## config.mk

```make
export PLATFORM = sky130hd
export DESIGN_NAME = serial_command_pwm_control_core_flat
export DESIGN_NICKNAME = d
export VERILOG_FILES = /design/src/rtl/core/scpc_pkg.sv /design/src/rtl/core/scpc_byte_if.sv /design/src/rtl/core/scpc_reply_if.sv /design/src/rtl/core/scpc_parser.sv /design/src/rtl/core/scpc_outbuf.sv /design/src/rtl/core/serial_command_pwm_control_core.sv /design/src/flat_wrapper.sv
export VERILOG_INCLUDE_DIRS = /design/src /design/src/rtl/core
export SDC_FILE = /design/constraint.sdc
export NUM_CORES = 1
export LEC_CHECK = 0
export ABC_CLOCK_PERIOD_IN_PS = 5300
export BUFFER_PORTS_ARGS = -buffer_cell sky130_fd_sc_hd__buf_2
export CAP_MARGIN = 20
export CORE_MARGIN = 3
export CORE_UTILIZATION = 35
export CTS_CLUSTER_SIZE = 8
export DETAILED_ROUTE_END_ITERATION = 8
export PLACE_DENSITY_LB_ADDON = 0.25
export SLEW_MARGIN = 15
export SYNTH_ARGS = -nofsm -noshare
export SYNTH_HDL_FRONTEND = slang
export SYNTH_SLANG_ARGS = --single-unit
```

## constraint.sdc

```tcl
create_clock -name clk -period 5.3 [get_ports clk]
set_clock_uncertainty 0.2 [all_clocks]
set_input_delay 0.265 -clock clk [delete_from_list [all_inputs] [get_ports clk]]
set_output_delay 0.265 -clock clk [all_outputs]
set_load 0.005 [all_outputs]
```

## src/rtl/core/serial_command_pwm_control_core_defines.svh

```systemverilog
// Assertion macros shared by the serial command PWM control core.
`ifndef SERIAL_COMMAND_PWM_CONTROL_CORE_DEFINES_SVH
`define SERIAL_COMMAND_PWM_CONTROL_CORE_DEFINES_SVH

`ifndef SYNTH

// Same-cycle implication, disabled while in reset.
`define SCPC_ASSERT_IMP(label, clk, rst_n, ante, cons, msg) \
    label: assert property (@(posedge clk) disable iff (!rst_n) (ante) |-> (cons)) \
        else $error(msg);

// Next-cycle implication, disabled while in reset.
`define SCPC_ASSERT_NXT(label, clk, rst_n, ante, cons, msg) \
    label: assert property (@(posedge clk) disable iff (!rst_n) (ante) |=> (cons)) \
        else $error(msg);

`else

`define SCPC_ASSERT_IMP(label, clk, rst_n, ante, cons, msg)
`define SCPC_ASSERT_NXT(label, clk, rst_n, ante, cons, msg)

`endif

`endif

```

## src/rtl/core/scpc_pkg.sv

```systemverilog
// Types, constants and helpers for the serial command PWM control core.
package scpc_pkg;

    localparam int MAX_TEXT   = 32;
    localparam int TEXT_LEN_W = $clog2(MAX_TEXT);

    localparam int DUTY_W    = 7;
    localparam int CMP_W     = 10;
    localparam int CODE_W    = 3;

    localparam logic [DUTY_W-1:0] DUTY_RESET = 7'd50;
    localparam logic [DUTY_W-1:0] DUTY_MAX   = 7'd100;
    localparam logic [DUTY_W-1:0] PWM_SAT    = 7'd101;
    localparam logic [CMP_W-1:0]  CMP_SCALE  = 10'd10;

    localparam logic [7:0] CH_BANG    = 8'h21;
    localparam logic [7:0] CH_CR      = 8'h0D;
    localparam logic [7:0] CH_LF      = 8'h0A;
    localparam logic [7:0] CH_NUL     = 8'h00;
    localparam logic [7:0] CH_PERCENT = 8'h25;
    localparam logic [7:0] CH_COLON   = 8'h3A;
    localparam logic [7:0] CH_ZERO    = 8'h30;
    localparam logic [7:0] CH_NINE    = 8'h39;
    localparam logic [7:0] CH_LOW_A   = 8'h61;
    localparam logic [7:0] CH_LOW_Z   = 8'h7A;
    localparam logic [7:0] CASE_DIFF  = 8'h20;

    // bit positions in word_match
    localparam int WM_ON     = 0;
    localparam int WM_OFF    = 1;
    localparam int WM_STATUS = 2;
    localparam logic [2:0] WM_ALL = 3'b111;

    typedef enum logic [CODE_W-1:0] {
        REPLY_ON     = 3'd0,
        REPLY_OFF    = 3'd1,
        REPLY_STATUS = 3'd2,
        REPLY_DUTY   = 3'd3,
        REPLY_ERROR  = 3'd4
    } reply_code_t;

    typedef enum logic [1:0] {
        TAIL_DIGITS  = 2'd0,
        TAIL_PERCENT = 2'd1,
        TAIL_GARBAGE = 2'd2
    } tail_t;

    typedef struct packed {
        reply_code_t        code;
        logic               led_on;
        logic [DUTY_W-1:0]  duty_percent;
        logic [CMP_W-1:0]   compare_value;
    } reply_t;

    function automatic logic [7:0] upcase(input logic [7:0] c);
        logic [7:0] r;
        r = c;
        if (c >= CH_LOW_A && c <= CH_LOW_Z)
        begin
            r = c - CASE_DIFF;
        end
        return r;
    endfunction

endpackage

```

## src/rtl/core/scpc_byte_if.sv

```systemverilog
// Received-byte channel: valid/ready with one byte of payload.
interface scpc_byte_if;
    logic       valid;
    logic       ready;
    logic [7:0] rx_byte;

    modport source (output valid, output rx_byte, input ready);
    modport sink   (input valid, input rx_byte, output ready);
endinterface

```

## src/rtl/core/scpc_reply_if.sv

```systemverilog
// Reply channel: valid/ready with reply code, LED state, duty and compare value.
interface scpc_reply_if;
    logic                            valid;
    logic                            ready;
    logic [scpc_pkg::CODE_W-1:0]     reply_code;
    logic                            led_on;
    logic [scpc_pkg::DUTY_W-1:0]     duty_percent;
    logic [scpc_pkg::CMP_W-1:0]      compare_value;

    modport source (output valid, output reply_code, output led_on,
                    output duty_percent, output compare_value, input ready);
    modport sink   (input valid, input reply_code, input led_on,
                    input duty_percent, input compare_value, output ready);
endinterface

```

## src/rtl/core/scpc_parser.sv

```systemverilog
// Per-byte command matcher, LED/duty state and reply generation.
`include "serial_command_pwm_control_core_defines.svh"

module scpc_parser (
    input  logic                  clk,
    input  logic                  rst_n,
    input  logic                  fire,
    input  logic [7:0]            rx_byte,
    output logic                  res_valid,
    output scpc_pkg::reply_t      res
);

    localparam int LW = scpc_pkg::TEXT_LEN_W;
    localparam logic [LW-1:0] LEN_LAST = LW'(scpc_pkg::MAX_TEXT - 1);

    logic [LW-1:0]                  text_len_reg, text_len_next;
    logic [2:0]                     word_match_reg, word_match_next;
    logic                           prefix_ok_reg, prefix_ok_next;
    logic [scpc_pkg::DUTY_W-1:0]    pwm_value_reg, pwm_value_next;
    logic                           digit_seen_reg, digit_seen_next;
    scpc_pkg::tail_t                tail_reg, tail_next;
    logic                           text_ended_reg, text_ended_next;
    logic                           led_en_reg, led_en_next;
    logic [scpc_pkg::DUTY_W-1:0]    duty_reg, duty_next;

    logic [7:0]                     up;
    logic [LW-1:0]                  pos;
    logic [2:0]                     wm_end;
    logic                           pok_end;
    logic [2:0]                     wm_fin;
    logic                           pok_fin;
    logic                           on_hit, off_hit, status_hit, prefix_hit;
    logic                           is_digit;
    logic [scpc_pkg::CMP_W-1:0]     pwm_acc;
    scpc_pkg::reply_code_t          code;

    assign up  = scpc_pkg::upcase(rx_byte);
    assign pos = text_len_reg;
    assign is_digit = (rx_byte >= scpc_pkg::CH_ZERO) && (rx_byte <= scpc_pkg::CH_NINE);

    // candidate words that still fit the byte at this position
    assign on_hit     = (pos == LW'(0) && up == "O") || (pos == LW'(1) && up == "N");
    assign off_hit    = (pos == LW'(0) && up == "O") || (pos == LW'(1) && up == "F")
                     || (pos == LW'(2) && up == "F");
    assign status_hit = (pos == LW'(0) && up == "S") || (pos == LW'(1) && up == "T")
                     || (pos == LW'(2) && up == "A") || (pos == LW'(3) && up == "T")
                     || (pos == LW'(4) && up == "U") || (pos == LW'(5) && up == "S");
    assign prefix_hit = (pos == LW'(0) && up == "P") || (pos == LW'(1) && up == "W")
                     || (pos == LW'(2) && up == "M")
                     || (pos == LW'(3) && rx_byte == scpc_pkg::CH_COLON);

    // text ending at the current length: only full-length words survive
    assign wm_end  = word_match_reg & {pos == LW'(6), pos == LW'(3), pos == LW'(2)};
    assign pok_end = prefix_ok_reg && (pos >= LW'(4));
    assign wm_fin  = text_ended_reg ? word_match_reg : wm_end;
    assign pok_fin = text_ended_reg ? prefix_ok_reg  : pok_end;

    assign pwm_acc = scpc_pkg::CMP_W'(pwm_value_reg) * scpc_pkg::CMP_SCALE
                   + scpc_pkg::CMP_W'(rx_byte[3:0]);

    always_comb
    begin
        text_len_next   = text_len_reg;
        word_match_next = word_match_reg;
        prefix_ok_next  = prefix_ok_reg;
        pwm_value_next  = pwm_value_reg;
        digit_seen_next = digit_seen_reg;
        tail_next       = tail_reg;
        text_ended_next = text_ended_reg;
        led_en_next     = led_en_reg;
        duty_next       = duty_reg;
        code            = scpc_pkg::REPLY_ERROR;
        res_valid       = 1'b0;

        if (fire)
        begin
            if (rx_byte == scpc_pkg::CH_BANG)
            begin
                res_valid = 1'b1;
                priority if (wm_fin[scpc_pkg::WM_ON])
                begin
                    led_en_next = 1'b1;
                    code        = scpc_pkg::REPLY_ON;
                end
                else if (wm_fin[scpc_pkg::WM_OFF])
                begin
                    led_en_next = 1'b0;
                    code        = scpc_pkg::REPLY_OFF;
                end
                else if (wm_fin[scpc_pkg::WM_STATUS])
                begin
                    code = scpc_pkg::REPLY_STATUS;
                end
                else if (pok_fin && digit_seen_reg && tail_reg != scpc_pkg::TAIL_GARBAGE
                         && pwm_value_reg <= scpc_pkg::DUTY_MAX)
                begin
                    duty_next = pwm_value_reg;
                    code      = scpc_pkg::REPLY_DUTY;
                end
                else
                begin
                    code = scpc_pkg::REPLY_ERROR;
                end
                text_len_next   = '0;
                word_match_next = scpc_pkg::WM_ALL;
                prefix_ok_next  = 1'b1;
                pwm_value_next  = '0;
                digit_seen_next = 1'b0;
                tail_next       = scpc_pkg::TAIL_DIGITS;
                text_ended_next = 1'b0;
            end
            else if (rx_byte == scpc_pkg::CH_CR || rx_byte == scpc_pkg::CH_LF)
            begin
                // line endings are dropped
            end
            else if (text_len_reg < LEN_LAST)
            begin
                text_len_next = text_len_reg + LW'(1);
                if (!text_ended_reg)
                begin
                    if (rx_byte == scpc_pkg::CH_NUL)
                    begin
                        word_match_next = wm_end;
                        prefix_ok_next  = pok_end;
                        text_ended_next = 1'b1;
                    end
                    else
                    begin
                        word_match_next = word_match_reg & {status_hit, off_hit, on_hit};
                        if (pos < LW'(4))
                        begin
                            prefix_ok_next = prefix_ok_reg && prefix_hit;
                        end
                        else if (tail_reg == scpc_pkg::TAIL_DIGITS)
                        begin
                            priority if (is_digit)
                            begin
                                pwm_value_next  = (pwm_acc > scpc_pkg::CMP_W'(scpc_pkg::DUTY_MAX))
                                                ? scpc_pkg::PWM_SAT
                                                : pwm_acc[scpc_pkg::DUTY_W-1:0];
                                digit_seen_next = 1'b1;
                            end
                            else if (rx_byte == scpc_pkg::CH_PERCENT)
                            begin
                                tail_next = scpc_pkg::TAIL_PERCENT;
                            end
                            else
                            begin
                                tail_next = scpc_pkg::TAIL_GARBAGE;
                            end
                        end
                        else
                        begin
                            tail_next = scpc_pkg::TAIL_GARBAGE;
                        end
                    end
                end
            end
            else
            begin
                // overflow: drop the byte and start over
                text_len_next   = '0;
                word_match_next = scpc_pkg::WM_ALL;
                prefix_ok_next  = 1'b1;
                pwm_value_next  = '0;
                digit_seen_next = 1'b0;
                tail_next       = scpc_pkg::TAIL_DIGITS;
                text_ended_next = 1'b0;
            end
        end
    end

    always_comb
    begin
        res.code          = code;
        res.led_on        = led_en_next;
        res.duty_percent  = duty_next;
        res.compare_value = led_en_next
                          ? scpc_pkg::CMP_W'(duty_next) * scpc_pkg::CMP_SCALE
                          : '0;
    end

    always_ff @(posedge clk or negedge rst_n)
    begin
        if (!rst_n)
        begin
            text_len_reg   <= '0;
            word_match_reg <= scpc_pkg::WM_ALL;
            prefix_ok_reg  <= 1'b1;
            pwm_value_reg  <= '0;
            digit_seen_reg <= 1'b0;
            tail_reg       <= scpc_pkg::TAIL_DIGITS;
            text_ended_reg <= 1'b0;
            led_en_reg     <= 1'b0;
            duty_reg       <= scpc_pkg::DUTY_RESET;
        end
        else
        begin
            text_len_reg   <= text_len_next;
            word_match_reg <= word_match_next;
            prefix_ok_reg  <= prefix_ok_next;
            pwm_value_reg  <= pwm_value_next;
            digit_seen_reg <= digit_seen_next;
            tail_reg       <= tail_next;
            text_ended_reg <= text_ended_next;
            led_en_reg     <= led_en_next;
            duty_reg       <= duty_next;
        end
    end

    `SCPC_ASSERT_IMP(a_duty_range, clk, rst_n, 1'b1,
                     duty_reg <= scpc_pkg::DUTY_MAX, "duty out of range")
    `SCPC_ASSERT_IMP(a_pwm_range, clk, rst_n, 1'b1,
                     pwm_value_reg <= scpc_pkg::PWM_SAT, "pwm value above saturation")
    `SCPC_ASSERT_NXT(a_bang_clears, clk, rst_n, fire && rx_byte == scpc_pkg::CH_BANG,
                     text_len_reg == '0 && word_match_reg == scpc_pkg::WM_ALL
                     && !text_ended_reg, "command end did not clear text")

endmodule

```

## src/rtl/core/scpc_outbuf.sv

```systemverilog
// Two-entry reply buffer so input bytes keep flowing while a reply is stalled.
`include "serial_command_pwm_control_core_defines.svh"

module scpc_outbuf (
    input  logic                  clk,
    input  logic                  rst_n,
    input  logic                  wr_en,
    input  scpc_pkg::reply_t      wr_data,
    output logic                  can_take,
    output logic                  rd_valid,
    input  logic                  rd_ready,
    output scpc_pkg::reply_t      rd_data
);

    scpc_pkg::reply_t   entry_reg [2];
    logic               wr_ptr_reg, wr_ptr_next;
    logic               rd_ptr_reg, rd_ptr_next;
    logic [1:0]         count_reg, count_next;
    logic               rd_fire;

    assign rd_valid = (count_reg != 2'd0);
    assign rd_data  = entry_reg[rd_ptr_reg];
    assign can_take = (count_reg != 2'd2);
    assign rd_fire  = rd_valid && rd_ready;

    always_comb
    begin
        wr_ptr_next = wr_en   ? ~wr_ptr_reg : wr_ptr_reg;
        rd_ptr_next = rd_fire ? ~rd_ptr_reg : rd_ptr_reg;
        unique case ({wr_en, rd_fire})
            2'b10:   count_next = count_reg + 2'd1;
            2'b01:   count_next = count_reg - 2'd1;
            default: count_next = count_reg;
        endcase
    end

    always_ff @(posedge clk or negedge rst_n)
    begin
        if (!rst_n)
        begin
            wr_ptr_reg <= 1'b0;
            rd_ptr_reg <= 1'b0;
            count_reg  <= 2'd0;
        end
        else
        begin
            wr_ptr_reg <= wr_ptr_next;
            rd_ptr_reg <= rd_ptr_next;
            count_reg  <= count_next;
        end
    end

    always_ff @(posedge clk)
    begin
        if (wr_en)
        begin
            entry_reg[wr_ptr_reg] <= wr_data;
        end
    end

    `SCPC_ASSERT_IMP(a_no_overflow, clk, rst_n, wr_en, count_reg != 2'd2,
                     "write into full reply buffer")
    `SCPC_ASSERT_IMP(a_count_ptrs, clk, rst_n, count_reg == 2'd1, wr_ptr_reg != rd_ptr_reg,
                     "buffer pointers disagree with count")
    `SCPC_ASSERT_NXT(a_head_stable, clk, rst_n, rd_valid && !rd_ready,
                     rd_valid && $stable(rd_data), "stalled reply changed")

endmodule

```

## src/rtl/core/serial_command_pwm_control_core.sv

```systemverilog
// Top level of the serial command PWM control core.
//
//  channel       dir  payload                                         handshake
//  rx_stream     in   rx_byte[7:0]                                    valid/ready
//  reply_stream  out  reply_code[2:0] led_on duty_percent[6:0]        valid/ready
//                     compare_value[9:0]
//
// One byte is taken per cycle; a '!' byte gives one reply, loaded into a
// two-entry reply buffer on the transfer edge and shown the next cycle if no older reply waits.
// Bytes are refused only while two replies wait in the buffer.
// Reset (rst_n low, asynchronous) clears the text, turns the LED off and sets duty to 50.
module serial_command_pwm_control_core (
    input  logic             clk,
    input  logic             rst_n,
    scpc_byte_if.sink        rx_stream,
    scpc_reply_if.source     reply_stream
);

    logic                 fire;
    logic                 res_valid;
    logic                 can_take;
    scpc_pkg::reply_t     res;
    scpc_pkg::reply_t     head;

    assign rx_stream.ready = can_take;
    assign fire            = rx_stream.valid && can_take;

    scpc_parser u_parser (
        .clk       (clk),
        .rst_n     (rst_n),
        .fire      (fire),
        .rx_byte   (rx_stream.rx_byte),
        .res_valid (res_valid),
        .res       (res)
    );

    scpc_outbuf u_outbuf (
        .clk      (clk),
        .rst_n    (rst_n),
        .wr_en    (res_valid),
        .wr_data  (res),
        .can_take (can_take),
        .rd_valid (reply_stream.valid),
        .rd_ready (reply_stream.ready),
        .rd_data  (head)
    );

    assign reply_stream.reply_code    = scpc_pkg::CODE_W'(head.code);
    assign reply_stream.led_on        = head.led_on;
    assign reply_stream.duty_percent  = head.duty_percent;
    assign reply_stream.compare_value = head.compare_value;

endmodule
```

## src/flat_wrapper.sv

```systemverilog
// flat-port wrapper written by rule: the top's interface ports become plain ports
module serial_command_pwm_control_core_flat 
  (clk, rst_n, rx_stream_valid, rx_stream_rx_byte, rx_stream_ready, reply_stream_valid, reply_stream_reply_code, reply_stream_led_on, reply_stream_duty_percent, reply_stream_compare_value, reply_stream_ready);
  scpc_byte_if rx_stream_i ();
  scpc_reply_if reply_stream_i ();
  input  logic clk;
  input  logic rst_n;
  input wire logic [$bits(rx_stream_i.valid)-1:0] rx_stream_valid;
  input wire logic [$bits(rx_stream_i.rx_byte)-1:0] rx_stream_rx_byte;
  output wire logic [$bits(rx_stream_i.ready)-1:0] rx_stream_ready;
  output wire logic [$bits(reply_stream_i.valid)-1:0] reply_stream_valid;
  output wire logic [$bits(reply_stream_i.reply_code)-1:0] reply_stream_reply_code;
  output wire logic [$bits(reply_stream_i.led_on)-1:0] reply_stream_led_on;
  output wire logic [$bits(reply_stream_i.duty_percent)-1:0] reply_stream_duty_percent;
  output wire logic [$bits(reply_stream_i.compare_value)-1:0] reply_stream_compare_value;
  input wire logic [$bits(reply_stream_i.ready)-1:0] reply_stream_ready;
  assign rx_stream_i.valid = rx_stream_valid;
  assign rx_stream_i.rx_byte = rx_stream_rx_byte;
  assign rx_stream_ready = rx_stream_i.ready;
  assign reply_stream_valid = reply_stream_i.valid;
  assign reply_stream_reply_code = reply_stream_i.reply_code;
  assign reply_stream_led_on = reply_stream_i.led_on;
  assign reply_stream_duty_percent = reply_stream_i.duty_percent;
  assign reply_stream_compare_value = reply_stream_i.compare_value;
  assign reply_stream_i.ready = reply_stream_ready;
  serial_command_pwm_control_core u_core (.clk(clk), .rst_n(rst_n), .rx_stream(rx_stream_i), .reply_stream(reply_stream_i));
endmodule
```

==> flow_metrics.py <==
metrics = {
    "status": {
        "outcome": "finished, final reports clean",
    },
    "layout": {
        "fin_util_pct": 41.5,
        "fill_cells": 1173,
        "antenna_cells": 0,
        "layout.nets": 476,
        "final_cell_area_um2": 5040,
        "largest_reg_flops": 40,
        "synthToLayoutAreaGrowth_pct": 14.2,
        "drive_gt1_share_pct": 22.9,
    },
    "clock_network": {
        "cts-buffers-inserted": 9,
        "clk-insertion-delay-late_ps": 330,
        "ctsResizeCount": 0,
        "cts_max_path_buffers": 2,
        "cts.clk_slew.worst_paths_ps": 60,
        "clock-sinks": 72,
        "cts.htree.levels": 3,
        "cts_tree": "yes",
        "ctsRootBufferMaster": "clkbuf_16",
    },
    "synthesis": {
        "ys.flop_type": "edfxtp_1",
        "ys_top_cells_by_area": "edfxtp_1 (27%), dfrtp_1 (14%), ha_1 (8.5%), mux2_2 (6.6%), dfstp_2 (4.2%)",
        "yosysUniqueCellTypes": 66,
        "syn-num-nets": 444,
        "ys_async_sr_fraction_pct": 44.4,
        "synth-seq-area-share_pct": 45.6,
        "yosys_warnings": 0,
        "synth_seq_cells": 72,
        "synth.largest_area_cell": "edfxtp_1",
        "yosys.area.top_type_share_pct": 27.2,
        "synth_edf_count": 40,
        "postSynthCellCount": 399,
        "netlist_area_um2": 4410,
        "synth_area_per_cell_um2": 11.1,
    },
    "grt": {
        "grt_max_degree": 33,
        "grt_overflow_total": 0,
        "grt_pass1_wl_um": 16000,
        "antenna_found_initial": 0,
        "first_global_vias": 3169,
        "grt_use_total_pct": 13.9,
    },
    "floorplanning": {
        "die_h_um": 118,
        "io_pins": 35,
        "die_x_um": 118,
        "die_area_um2": 14000,
        "coreArea_um2": 12200,
        "rows": 40,
        "initial_core_util_pct": 36.3,
    },
    "placement": {
        "io_buffer_count": 33,
        "placed_cell_area_um2": 4730,
        "dp_slack_ps": 1010,
        "place.detailed.hpwl_um": 6730,
        "globalplace.congestion": 0.820,
    },
    "setup_path": {
        "crit_slowest_cell": "mux2_2",
        "worstSetupEndpointType": "flip-flop",
        "critPathRequiredTime_ps": 5180,
        "path_depth": 15,
        "cp_slowest_stage_delay_ps": 430,
        "critPathTopFamily": "adder cells",
        "crit_buf_inv": 1,
        "crit_path_start_kind": "flip-flop",
        "r2r_cells": 15,
        "crit_arrival_ps": 4180,
        "path_cells": "inv_1, ha_1, nor4bb_1, o21ai_0, nand3_1, nor3_4, mux2_2, ha_1, ha_1, a21o_1, a21oi_1, o21bai_1, a21oi_1, nor2_1, mux2_4",
        "crit_type": "reg2reg",
        "cp_common_cell": "ha_1",
        "crit_fanout": 7,
    },
    "timing": {
        "fmax_mhz": 232,
        "finalCritPeriodShare_pct": 81.2,
        "finalCriticalPeriod_ps": 4300,
        "rsz0062_at_grt": "no",
        "slew_viol_final": 0,
        "worst_pin_slew_ps": 956,
        "relSlewSlack_pct": 36.3,
        "final.setup.tns_ps": 0,
        "report.final.hold_viol_count": 0,
        "final.setup.worst_slack_ps": 997,
        "finalSetupViolations": 0,
    },
    "drt": {
        "viasPerCell": 5.27,
        "drt-wirelength-per-cell_um": 15.3,
        "dr.pass1.iters": 4,
        "routed_wl_um": 9240,
        "drtIter0Drc": 240,
        "drc": 0,
        "routed-via-count": 3182,
        "ant_nets": 0,
    },
    "pwr": {
        "finalPower_w": 0.00211,
        "leakage_nw": 1.96,
        "vdd_ir_drop_max_v": 0.000218,
        "power_density_nw_per_um2": 418,
    },
    "job": {
        "cap_violations": 0,
    },
    "worst_hold_path": {
        "hp-class": "in2reg",
        "min_path_cells": 3,
    },
}
-- logic make-up (layout without fill, tap and decap cells) --
family                     Yosys count  after routing  share of synthesized area [%]
AOI/OAI and AO/OA                   89             89                           14.0
xor gates and xnor gates            16             16                           3.18
adders and majority gates           33             33                           9.87
buffers and inverters               33             70                           3.01
DFF                                 72             72                           45.6
muxes                               29             29                           7.54
other                                1              1                         0.0850
and+or+nand+nor                    126            126                           16.8
-- metrics by stage --
stage / hold WS [ps] / std cells
2_1_floorplan: -231 / 399
3_3_place_gp: 161 / 587
3_5_place_dp: 161 / 587
4_1_cts: 81.5 / 604
5_1_grt: 101 / 604
6_report: 81.5 / 604
-- Yosys cell counts, types with 5 or more instances --
cell type and count:
o21ai_0 24, nor4_1 5, nor3_1 5, a21oi_1 13, and2_1 9, clkbuf_1 9
nor2_1 30, mux2_2 26, xor2_1 5, dfrtp_1 25, ha_1 30, inv_1 18
o31ai_1 6, nand3_1 15, xnor2_1 11, dfstp_2 7, o21a_1 6, edfxtp_1 40
and3_1 5, nand2_1 15, nand4_1 5
-- final timing paths --
path                                                 from                              end  slack, ps
min in group asynchronous                           rst_n           u_core.u_parser.pos[0]        330
max in group asynchronous                           rst_n      u_core.u_parser.duty_reg[2]       4090
max                                u_core.u_parser.pos[0]  u_core.u_outbuf.entry_reg[0][9]       1000
min reg2reg                u_core.u_parser.digit_seen_reg   u_core.u_parser.digit_seen_reg        280
max reg2reg                        u_core.u_parser.pos[0]  u_core.u_outbuf.entry_reg[0][9]       1000
min                                    reply_stream_ready       u_core.u_outbuf.rd_ptr_reg         80
-- worst reg2reg max path: stages, from the launching register on --
cell,delay (ps)
dfrtp_1,420
inv_1,90
ha_1,280
nor4bb_1,180
o21ai_0,300
nand3_1,200
nor3_4,340
mux2_2,430
ha_1,350
ha_1,310
a21o_1,160
a21oi_1,210
o21bai_1,90
a21oi_1,170
nor2_1,60
mux2_4,270
-- layer usage --
metal	GRT usage, %	vias to the layer above	routed length (um)
met3	2.49	14	465
met2	21.4	83	4310
met1	19.4	1512	4280
li1	-	1573	-
met5	0	-	0
met4	5.79	0	187
-- where the power goes --
part           internal (W)  switching (W)
Combinational      0.000347       0.000398
Clock              0.000364       0.000227
Sequential         0.000648       0.000123
Total               0.00136       0.000747
-- cell usage in the layout (no fill, tap or decap), drive strengths merged, types with 7 or more instances in the layout --
master  synthesis  final
nand2          15     15
buf             5     34
xnor2          11     11
clkbuf          9      9
and2           10     10
mux2           28     28
a21oi          13     13
ha             30     30
inv            19     20
nor2           31     31
nand3          15     15
dfrtp          25     25
edfxtp         40     40
o21ai          25     25
dfstp           7      7
-- timing repair --
action | CTS | global route
endpoints found under the setup margin | 0 | 0
buffers inserted | 0 | 0
endpoints found under the hold margin | 25 | 0
hold buffers | 1 | 0
-- layout make-up --
type / instances / area, um2 / share of cell area [%]
clock inverters: 7 / 71.3 / 1.41
clock buffers: 9 / 225 / 4.47
multi-input cells: 294 / 2270 / 45.0
repair buffers: 35 / 183 / 3.62
flip-flops and latches: 72 / 2010 / 39.9
inverters: 19 / 71.3 / 1.41
well taps: 168 / 210 / 4.17
Note: power is estimated with default switching activity, not from simulation.
